**src/rtl/core/drs_entry_ram.sv**
```systemverilog
module drs_entry_ram #(
    parameter int DEPTH = 16,
    parameter int WIDTH = 32
) (
    input  logic                     aclk,
    input  logic                     wr_en,
    input  logic [$clog2(DEPTH)-1:0] wr_addr,
    input  logic [WIDTH-1:0]         wr_data,
    input  logic                     rd_en,
    input  logic [$clog2(DEPTH)-1:0] rd_addr,
    output logic [WIDTH-1:0]         rd_data
);

    logic [WIDTH-1:0] mem [DEPTH];
    logic [WIDTH-1:0] rd_data_reg;

    always_ff @(posedge aclk) begin
        if (wr_en) begin
            mem[wr_addr] <= wr_data;
        end
    end

    always_ff @(posedge aclk) begin
        if (rd_en) begin
            rd_data_reg <= mem[rd_addr];
        end
    end

    assign rd_data = rd_data_reg;

endmodule

```
**config.mk**
```make
export PLATFORM = sky130hd
export DESIGN_NAME = drs_entry_ram
export DESIGN_NICKNAME = d
export VERILOG_FILES = /design/src/rtl/core/drs_entry_ram.sv
export SDC_FILE = /design/constraint.sdc
export NUM_CORES = 1
export LEC_CHECK = 0
export BUFFER_PORTS_ARGS = -buffer_cell sky130_fd_sc_hd__buf_2
export CAP_MARGIN = 20
export CORE_MARGIN = 8
export CORE_UTILIZATION = 60
export DETAILED_ROUTE_END_ITERATION = 7
export GPL_TIMING_DRIVEN = 0
export PLACE_DENSITY = 0.78
export SYNTH_ARGS = -nofsm -noshare
export SYNTH_HDL_FRONTEND = slang
export SYNTH_SLANG_ARGS = --single-unit
export TNS_END_PERCENT = 50
```
**constraint.sdc**
```tcl
create_clock -name aclk -period 10.7 [get_ports aclk]
set_input_delay 1.07 -clock aclk [delete_from_list [all_inputs] [get_ports aclk]]
set_output_delay 1.07 -clock aclk [all_outputs]
set_load 0.005 [all_outputs]
```
==> results by group, run 1 <==
Drt
  – Wire per inst: 31.6 um
  – ANT nets after route: 0
  – Routed vias: 9822
  – Initial DRC count: 1091
  – DRC Markers: 0
  – WL final: 46700 um
  – Via density: 6.65
  – TritonRoute pass-1 iters: 5

Cells and area
  – Share of layout cells above drive strength 1: 0.323
  – Diodes inserted: 0
  – Final std cells w/o fill: 1477
  – Fin area: 0.0233 mm2
  – Area growth, synth to finish: 15.4%
  – Max reg flops: 512
  – Nets: 1034

Worst setup path
  – WS Path Type: input pin to register
  – Critical Path AT: 3110 ps
  – Crit path launch type: input pin
  – CP max FO: 9
  – Critical Path End Type: register
  – WP data required: 10970 ps

Min path
  – Hold Path Class: register to register

Place
  – Post-placement cell area: 0.0216 mm2
  – Post-place setup slack: 7350 ps
  – HPWL Detailed: 27300 um
  – IO Port Bufs: 72
  – Cells after DPL: 1386
  – Gpl congestion: 0.722

Yosys
  – Post-Syn Nets: 881
  – Unique masters post-synth: 17
  – Post-synthesis mux area share: 0.143
  – Main combinational cell family by area after synthesis: multiplexers
  – YS warnings: 0
  – Synth Area in Compound Gates: 0.0238
  – Area leader, netlist: edfxtp_1
  – #FFs+latches synth: 544
  – Simple-gate share of the synthesized area: 0.0125
  – Register area share after synthesis: 0.810
  – Synth Cell Area: 0.0202 mm2
  – Post-synthesis xor/xnor area fraction: 0
  – Cells after synthesis: 838
  – Synthesized area per cell: 24.1 um2
  – Adder-cell share of the synthesized area: 0
  – Top cell type's share of synthesized area: 0.810
  – Synth top area cells: edfxtp_1, mux4_2, a22oi_1, nand2_1, buf_4

STA
  – Setup TNS: 0 ps
  – Final Cycle Share: 0.266
  – Layout Skew: 11.6 ps
  – Slew headroom: 0.358
  – Worst Tran Pin Value: 964 ps
  – RSZ-0062 raised after global routing: no
  – Finish-stage setup viols: 0
  – Fmax achieved: 0.351 GHz
  – Final worst slack: 7850 ps
  – Fin. Hold Viols: 0
  – Count of final max-slew check failures: 0
  – Final min period: 2850 ps

Clock tree
  – Setup bufs post-CTS: 0
  – Post-CTS sizing: 0
  – H-tree depth: 2
  – Inserted Clock Buffers: 51
  – CTS clk-pin slew, worst paths: 60 ps
  – CTS Hold Buffers Added: 0
  – CTS root buf: clkbuf_16
  – Clk Latency, worst-skew pair: 560 ps
  – Total clock sinks: 544
  – CTS tree: done
  – Buffer levels on the longest clock path: 3

Floorplanning
  – Initial Utilization: 0.605
  – DIE HEIGHT: 199 um
  – Die X: 199 um
  – Ports: 75
  – Row count: 67
  – DIE AREA: 0.0397 mm2
  – Core box area: 0.0334 mm2

GRT
  – Gr usage total: 0.240
  – Total grt overflow: 0
  – First-pass GRT wire length: 67800 um
  – Initial antenna violation count: 3
  – Maximum number of pins on one net before global-route repair: 33
  – Number of global-route vias before repair: 10146

Power
  – Peak VDD IR: 0.000123 V
  – Total Power: 0.00442 W
  – LEAKAGE: 7.48 nW
  – Pwr dens: 190 mW/mm2

Outcome
  – Status: completed

Flow run
  – Maxcap violations: 0
-- cells in the final DEF, fill, tap and decap left out --
| cell | instances |
|---|---|
| a22oi_1 | 64 |
| clkinv_1 | 11 |
| clkinv_2 | 11 |
| buf_6 | 14 |
| clkbuf_16 | 53 |
| buf_16 | 3 |
| bufinv_16 | 6 |
| nor2b_1 | 2 |
| edfxtp_1 | 544 |
| nor3_2 | 4 |
| nand3_1 | 1 |
| nor2_4 | 12 |
| nor2_1 | 1 |
| or3b_2 | 1 |
| buf_8 | 2 |
| mux4_2 | 128 |
| buf_1 | 9 |
| nand3b_1 | 2 |
| buf_12 | 9 |
| nand2b_1 | 2 |
| buf_2 | 76 |
| buf_4 | 13 |
| nand2_1 | 33 |
| and2_1 | 1 |
| clkbuf_1 | 27 |
-- Yosys cell counts --
cell / n
and2_1: 1
nand3b_1: 2
buf_1: 9
buf_6: 2
nand3_1: 1
a22oi_1: 64
nand2b_1: 2
clkbuf_1: 17
mux4_2: 128
buf_4: 11
nor2b_1: 2
nand2_1: 33
nor3_1: 4
or3b_2: 1
buf_2: 4
nor2_1: 13
edfxtp_1: 544
-- metal layers --
metal / vias up / GRT usage / share of wire
met3: 128 / 0.0532 / 0.10
met4: 6 / 0.0872 / 0.035
met2: 644 / 0.394 / 0.50
met1: 5139 / 0.316 / 0.37
li1: 3905 / - / -
met5: - / 0 / 0.00086
-- where the power goes --
part	leakage (nW)	internal (W)	switching, W	total [W]
Sequential	4.94	0.00240	0.0000136	0.00241
Combinational	1.72	0.0000878	0.000133	0.000220
Clock	0.810	0.00104	0.000739	0.00178
Total	7.48	0.00353	0.000885	0.00442
-- path summary, 6_finish.rpt --
check,slack [ps],startpoint,cells past startpoint,endpoint
worst min-delay path,750,mem[6][20],3,rd_data[20]
worst max-delay path,7850,wr_addr[2],6,mem[0][12]
worst max register to register,9180,mem[3][9],3,rd_data[9]
worst min register to register,750,mem[6][20],3,rd_data[20]
-- cells by family (layout without fill, tap and decap cells) --
group / after synthesis / in the layout
flops: 544 / 544
compound gates: 64 / 64
simple gates: 59 / 59
mux: 128 / 128
buf+inv: 43 / 234
-- through the flow --
step,hold WS [ps],utilization
after floorplan,710,-
after global placement,726,0.632
after detailed placement,740,0.649
after CTS,756,0.698
after global routing,798,0.698
final,753,0.698
-- worst max-delay path: stages --
cell and delay (ps):
buf_2 120, or3b_2 620, nor3_2 710, buf_6 240, buf_6 180, buf_6 170
-- cell type report --
| cell class | count | area, um2 |
|---|---|---|
| sequential | 544 | 16300 |
| fill | 1929 | 10100 |
| multi-input combinational | 251 | 3730 |
| clock buffer | 63 | 1360 |
| timing repair buffer | 100 | 803 |
| tap | 448 | 561 |
| clock inverter | 28 | 277 |
| buffer | 43 | 223 |
No activity file was read; power rests on OpenSTA's default activity.
==> inputs of run 2 (changes only) <==
- ABC_AREA: unset -> 1
- PLACE_DENSITY: 0.78 -> 0.77
- clock period: 10.7 -> 2.65 ns (I/O delays scaled with it)
==> run 2 against run 1 <==
Cell count is 91% higher. Flip-flop and latch count unchanged. Utilization down 1.0 points. Via count increased by 65%. Routed wire length rose by 36%. Non-clock buffer count rose by 51. Die area grew 13%. Worst hold slack worse by 730 ps. Combinational power rose to 5.9 times the previous value. Critical path depth decreased by 2.
==> results by group, run 2 <==
Outcome
  – Status: completed

Drt
  – Initial DRC count: 2109 (+93%)
  – Wire per inst: 22.5 um (-29%)
  – WL final: 63500 um (+36%)
  – TritonRoute pass-1 iters: 6 (+1)
  – Routed vias: 16206 (+65%)
  – DRC Markers: 0 (unchanged)
  – ANT nets after route: 0 (unchanged)
  – Via density: 5.74 (-14%)

Min path
  – Hold Path Class: input pin to register
  – Hold Crit Start: wr_data[4]

Clock tree
  – CTS tree: done
  – CTS clk-pin slew, worst paths: 60 ps (about the same)
  – Buffer levels on the longest clock path: 3 (unchanged)
  – Inserted Clock Buffers: 53 (+3.9%)
  – Total clock sinks: 544 (unchanged)
  – Setup bufs post-CTS: 0 (unchanged)
  – CTS root buf: clkbuf_16
  – CTS Hold Buffers Added: 0 (unchanged)
  – Clk Latency, worst-skew pair: 600 ps (+40 ps)
  – H-tree depth: 2 (unchanged)
  – Post-CTS sizing: 0 (unchanged)

Worst setup path
  – Crit path launch: wr_en
  – CP max FO: 19 (+10)
  – Worst path slowest cell: nor2_4
  – Crit path launch type: input pin
  – Crit-path leading delay family: simple AND/OR/NAND/NOR gates
  – WS Path Type: input pin to register
  – CP peak stage delay: 870 ps (+160 ps)
  – Critical Path End Type: register
  – Critical path, cell by cell: buf_2, nand3_1, nor2_4, buf_16
  – WP data required: 2950 ps (-8020 ps)
  – CP bufs+invs: 2 (-2)
  – RR Startpoint: mem[14][11]
  – Critical Path AT: 1890 ps (-1220 ps)

Yosys
  – YS warnings: 0 (unchanged)
  – Register area share after synthesis: 0.709 (-0.101)
  – Count leader, synth: nand2_1
  – Unique masters post-synth: 14 (-3)
  – Post-Syn Nets: 2163 (+150%)
  – Async set-or-reset flop fraction in the synthesized netlist: 0 (unchanged)
  – Cells after synthesis: 2120 (+150%)
  – #FFs+latches synth: 544 (unchanged)
  – Predominant post-synthesis flop cell: edfxtp_1
  – Synthesized area per cell: 10.9 um2 (-55%)
  – Synth Cell Area: 0.0231 mm2 (+14%)
  – Most frequent cells after synthesis: nand2_1, edfxtp_1, inv_1, nand3_1, buf_2
  – Area leader, netlist: edfxtp_1
  – Synth top area cells: edfxtp_1, nand2_1, nand3_1, inv_1, buf_6
  – Post-synth EDFFs: 544 (unchanged)
  – Top cell type's share of synthesized area: 0.709 (-0.101)

Cells and area
  – FILL cells: 2589 (+34%)
  – Nets: 2307 (+120%)
  – Fin area: 0.0263 mm2 (+13%)
  – Share of layout cells above drive strength 1: 0.112 (-0.210)
  – Commonest non-fill, non-tap cell in the layout: nand2_1
  – Diodes inserted: 0 (unchanged)
  – Most frequent cells in the layout: nand2_1, edfxtp_1, inv_1
  – Area growth, synth to finish: 14.3%
  – Multi-input logic area: 0.00467 mm2 (+25%)
  – Max reg flops: 512 (unchanged)
  – Final std cells w/o fill: 2824 (+91%)
  – Register area: 0.0163 mm2 (unchanged)

Place
  – Post-place setup slack: 448 ps (-6900 ps)
  – Post-placement cell area: 0.0246 mm2 (+14%)
  – HPWL Detailed: 39500 um (+45%)
  – Cells after DPL: 2727 (+97%)
  – IO Port Bufs: 72 (unchanged)
  – Gpl congestion: 0.848 (+17%)

Floorplanning
  – Ports: 75 (unchanged)
  – DIE HEIGHT: 212 um (+6.3%)
  – Row count: 72 (+7.5%)
  – DIE AREA: 0.0449 mm2 (+13%)
  – Core box area: 0.0383 mm2 (+15%)
  – Die X: 212 um (+6.3%)
  – Initial Utilization: 0.602 (-0.00261)

Power
  – LEAKAGE: 11.2 nW (+50%)
  – Peak VDD IR: 0.000602 V (+390%)
  – Pwr dens: 710 mW/mm2 (+270%)

STA
  – Final worst slack: 1070 ps (-6780 ps)
  – Final min period: 1580 ps
  – Fmax achieved: 0.632 GHz
  – Finish-stage setup viols: 0 (unchanged)
  – Worst Tran Pin Value: 1040 ps (+78.9 ps)
  – Count of final max-slew check failures: 0 (unchanged)
  – RSZ-0062 raised after global routing: no
  – Layout Skew: 10.5 ps (-1.11 ps)
  – Final Cycle Share: 0.597
  – Fin. Hold Viols: 0 (unchanged)
  – Slew headroom: 0.305 (-0.0526)

GRT
  – Maximum number of pins on one net before global-route repair: 33 (unchanged)
  – Initial antenna violation count: 0 (-3)
  – Total grt overflow: 0 (unchanged)
  – Gr usage total: 0.285 (+0.0453)
  – First-pass GRT wire length: 95000 um (+40%)
  – Number of global-route vias before repair: 16207 (+60%)

Flow run
  – Maxcap violations: 0 (unchanged)
## run 2: changes by cell type after synthesis, moves of 3 or more
cell	change
nand2_1	+644
inv_1	+388
nand3_1	+384
mux4_2	-128
a22oi_1	-64
buf_2	+37
buf_6	+27
buf_1	+5
buf_4	-5
nor2_1	+4
nor3_1	-4
clkbuf_1	-3
## run 2: worst paths after layout
kind / slack, ps / endpoint / depth (start not counted)
max: 1070 / mem[12][14] / 4
max reg2reg: 1360 / rd_data[11] / 6
min reg2reg: 750 / rd_data[2] / 6
min: 30 / mem[0][4] / 1
## run 2: layout make-up
cell class | count | share of cell area
clock inverters | 34 | 0.0127
flip-flops and latches | 544 | 0.620
multi-input cells | 1081 | 0.177
inverters | 390 | 0.0557
plain buffers | 105 | 0.0267
well taps | 518 | 0.0246
clock buffers | 63 | 0.0534
repair buffers | 89 | 0.0295
## run 2: cells by family after synthesis
group,Yosys count,synth area share
DFF,544,0.709
and+or+nand+nor,1081,0.197
buffers and inverters,495,0.0941
## run 2: through the flow
stage / total power [W] / hold WS (ps) / utilization / TNS [ps]
after floorplan: 0.0106 / 364 / - / 0
after global placement: 0.0111 / 633 / 0.628 / -595460
after detailed placement: 0.0112 / 643 / 0.642 / 0
after CTS: 0.0187 / 13.3 / 0.688 / 0
after global routing: 0.0191 / 40.2 / 0.688 / 0
final: 0.0187 / 25.6 / 0.688 / 0
## run 2: power breakdown
group / leakage, nW / switching (W) / internal (W) / total, W
Sequential: 4.94 / 0.0000486 / 0.00969 / 0.00974
Clock: 0.860 / 0.00323 / 0.00445 / 0.00767
Combinational: 5.43 / 0.000924 / 0.000362 / 0.00129
Total: 11.2 / 0.00420 / 0.0145 / 0.0187
## run 2: layer usage
metal | GRT usage | wire [um] | up-vias | part of all wire
li1 | - | - | 7167 | -
met1 | 0.374 | 23600 | 7688 | 0.37
met2 | 0.450 | 29100 | 1129 | 0.46
met3 | 0.0578 | 7530 | 222 | 0.12
met4 | 0.149 | 3260 | 0 | 0.051
met5 | 0.00556 | 0 | - | 0
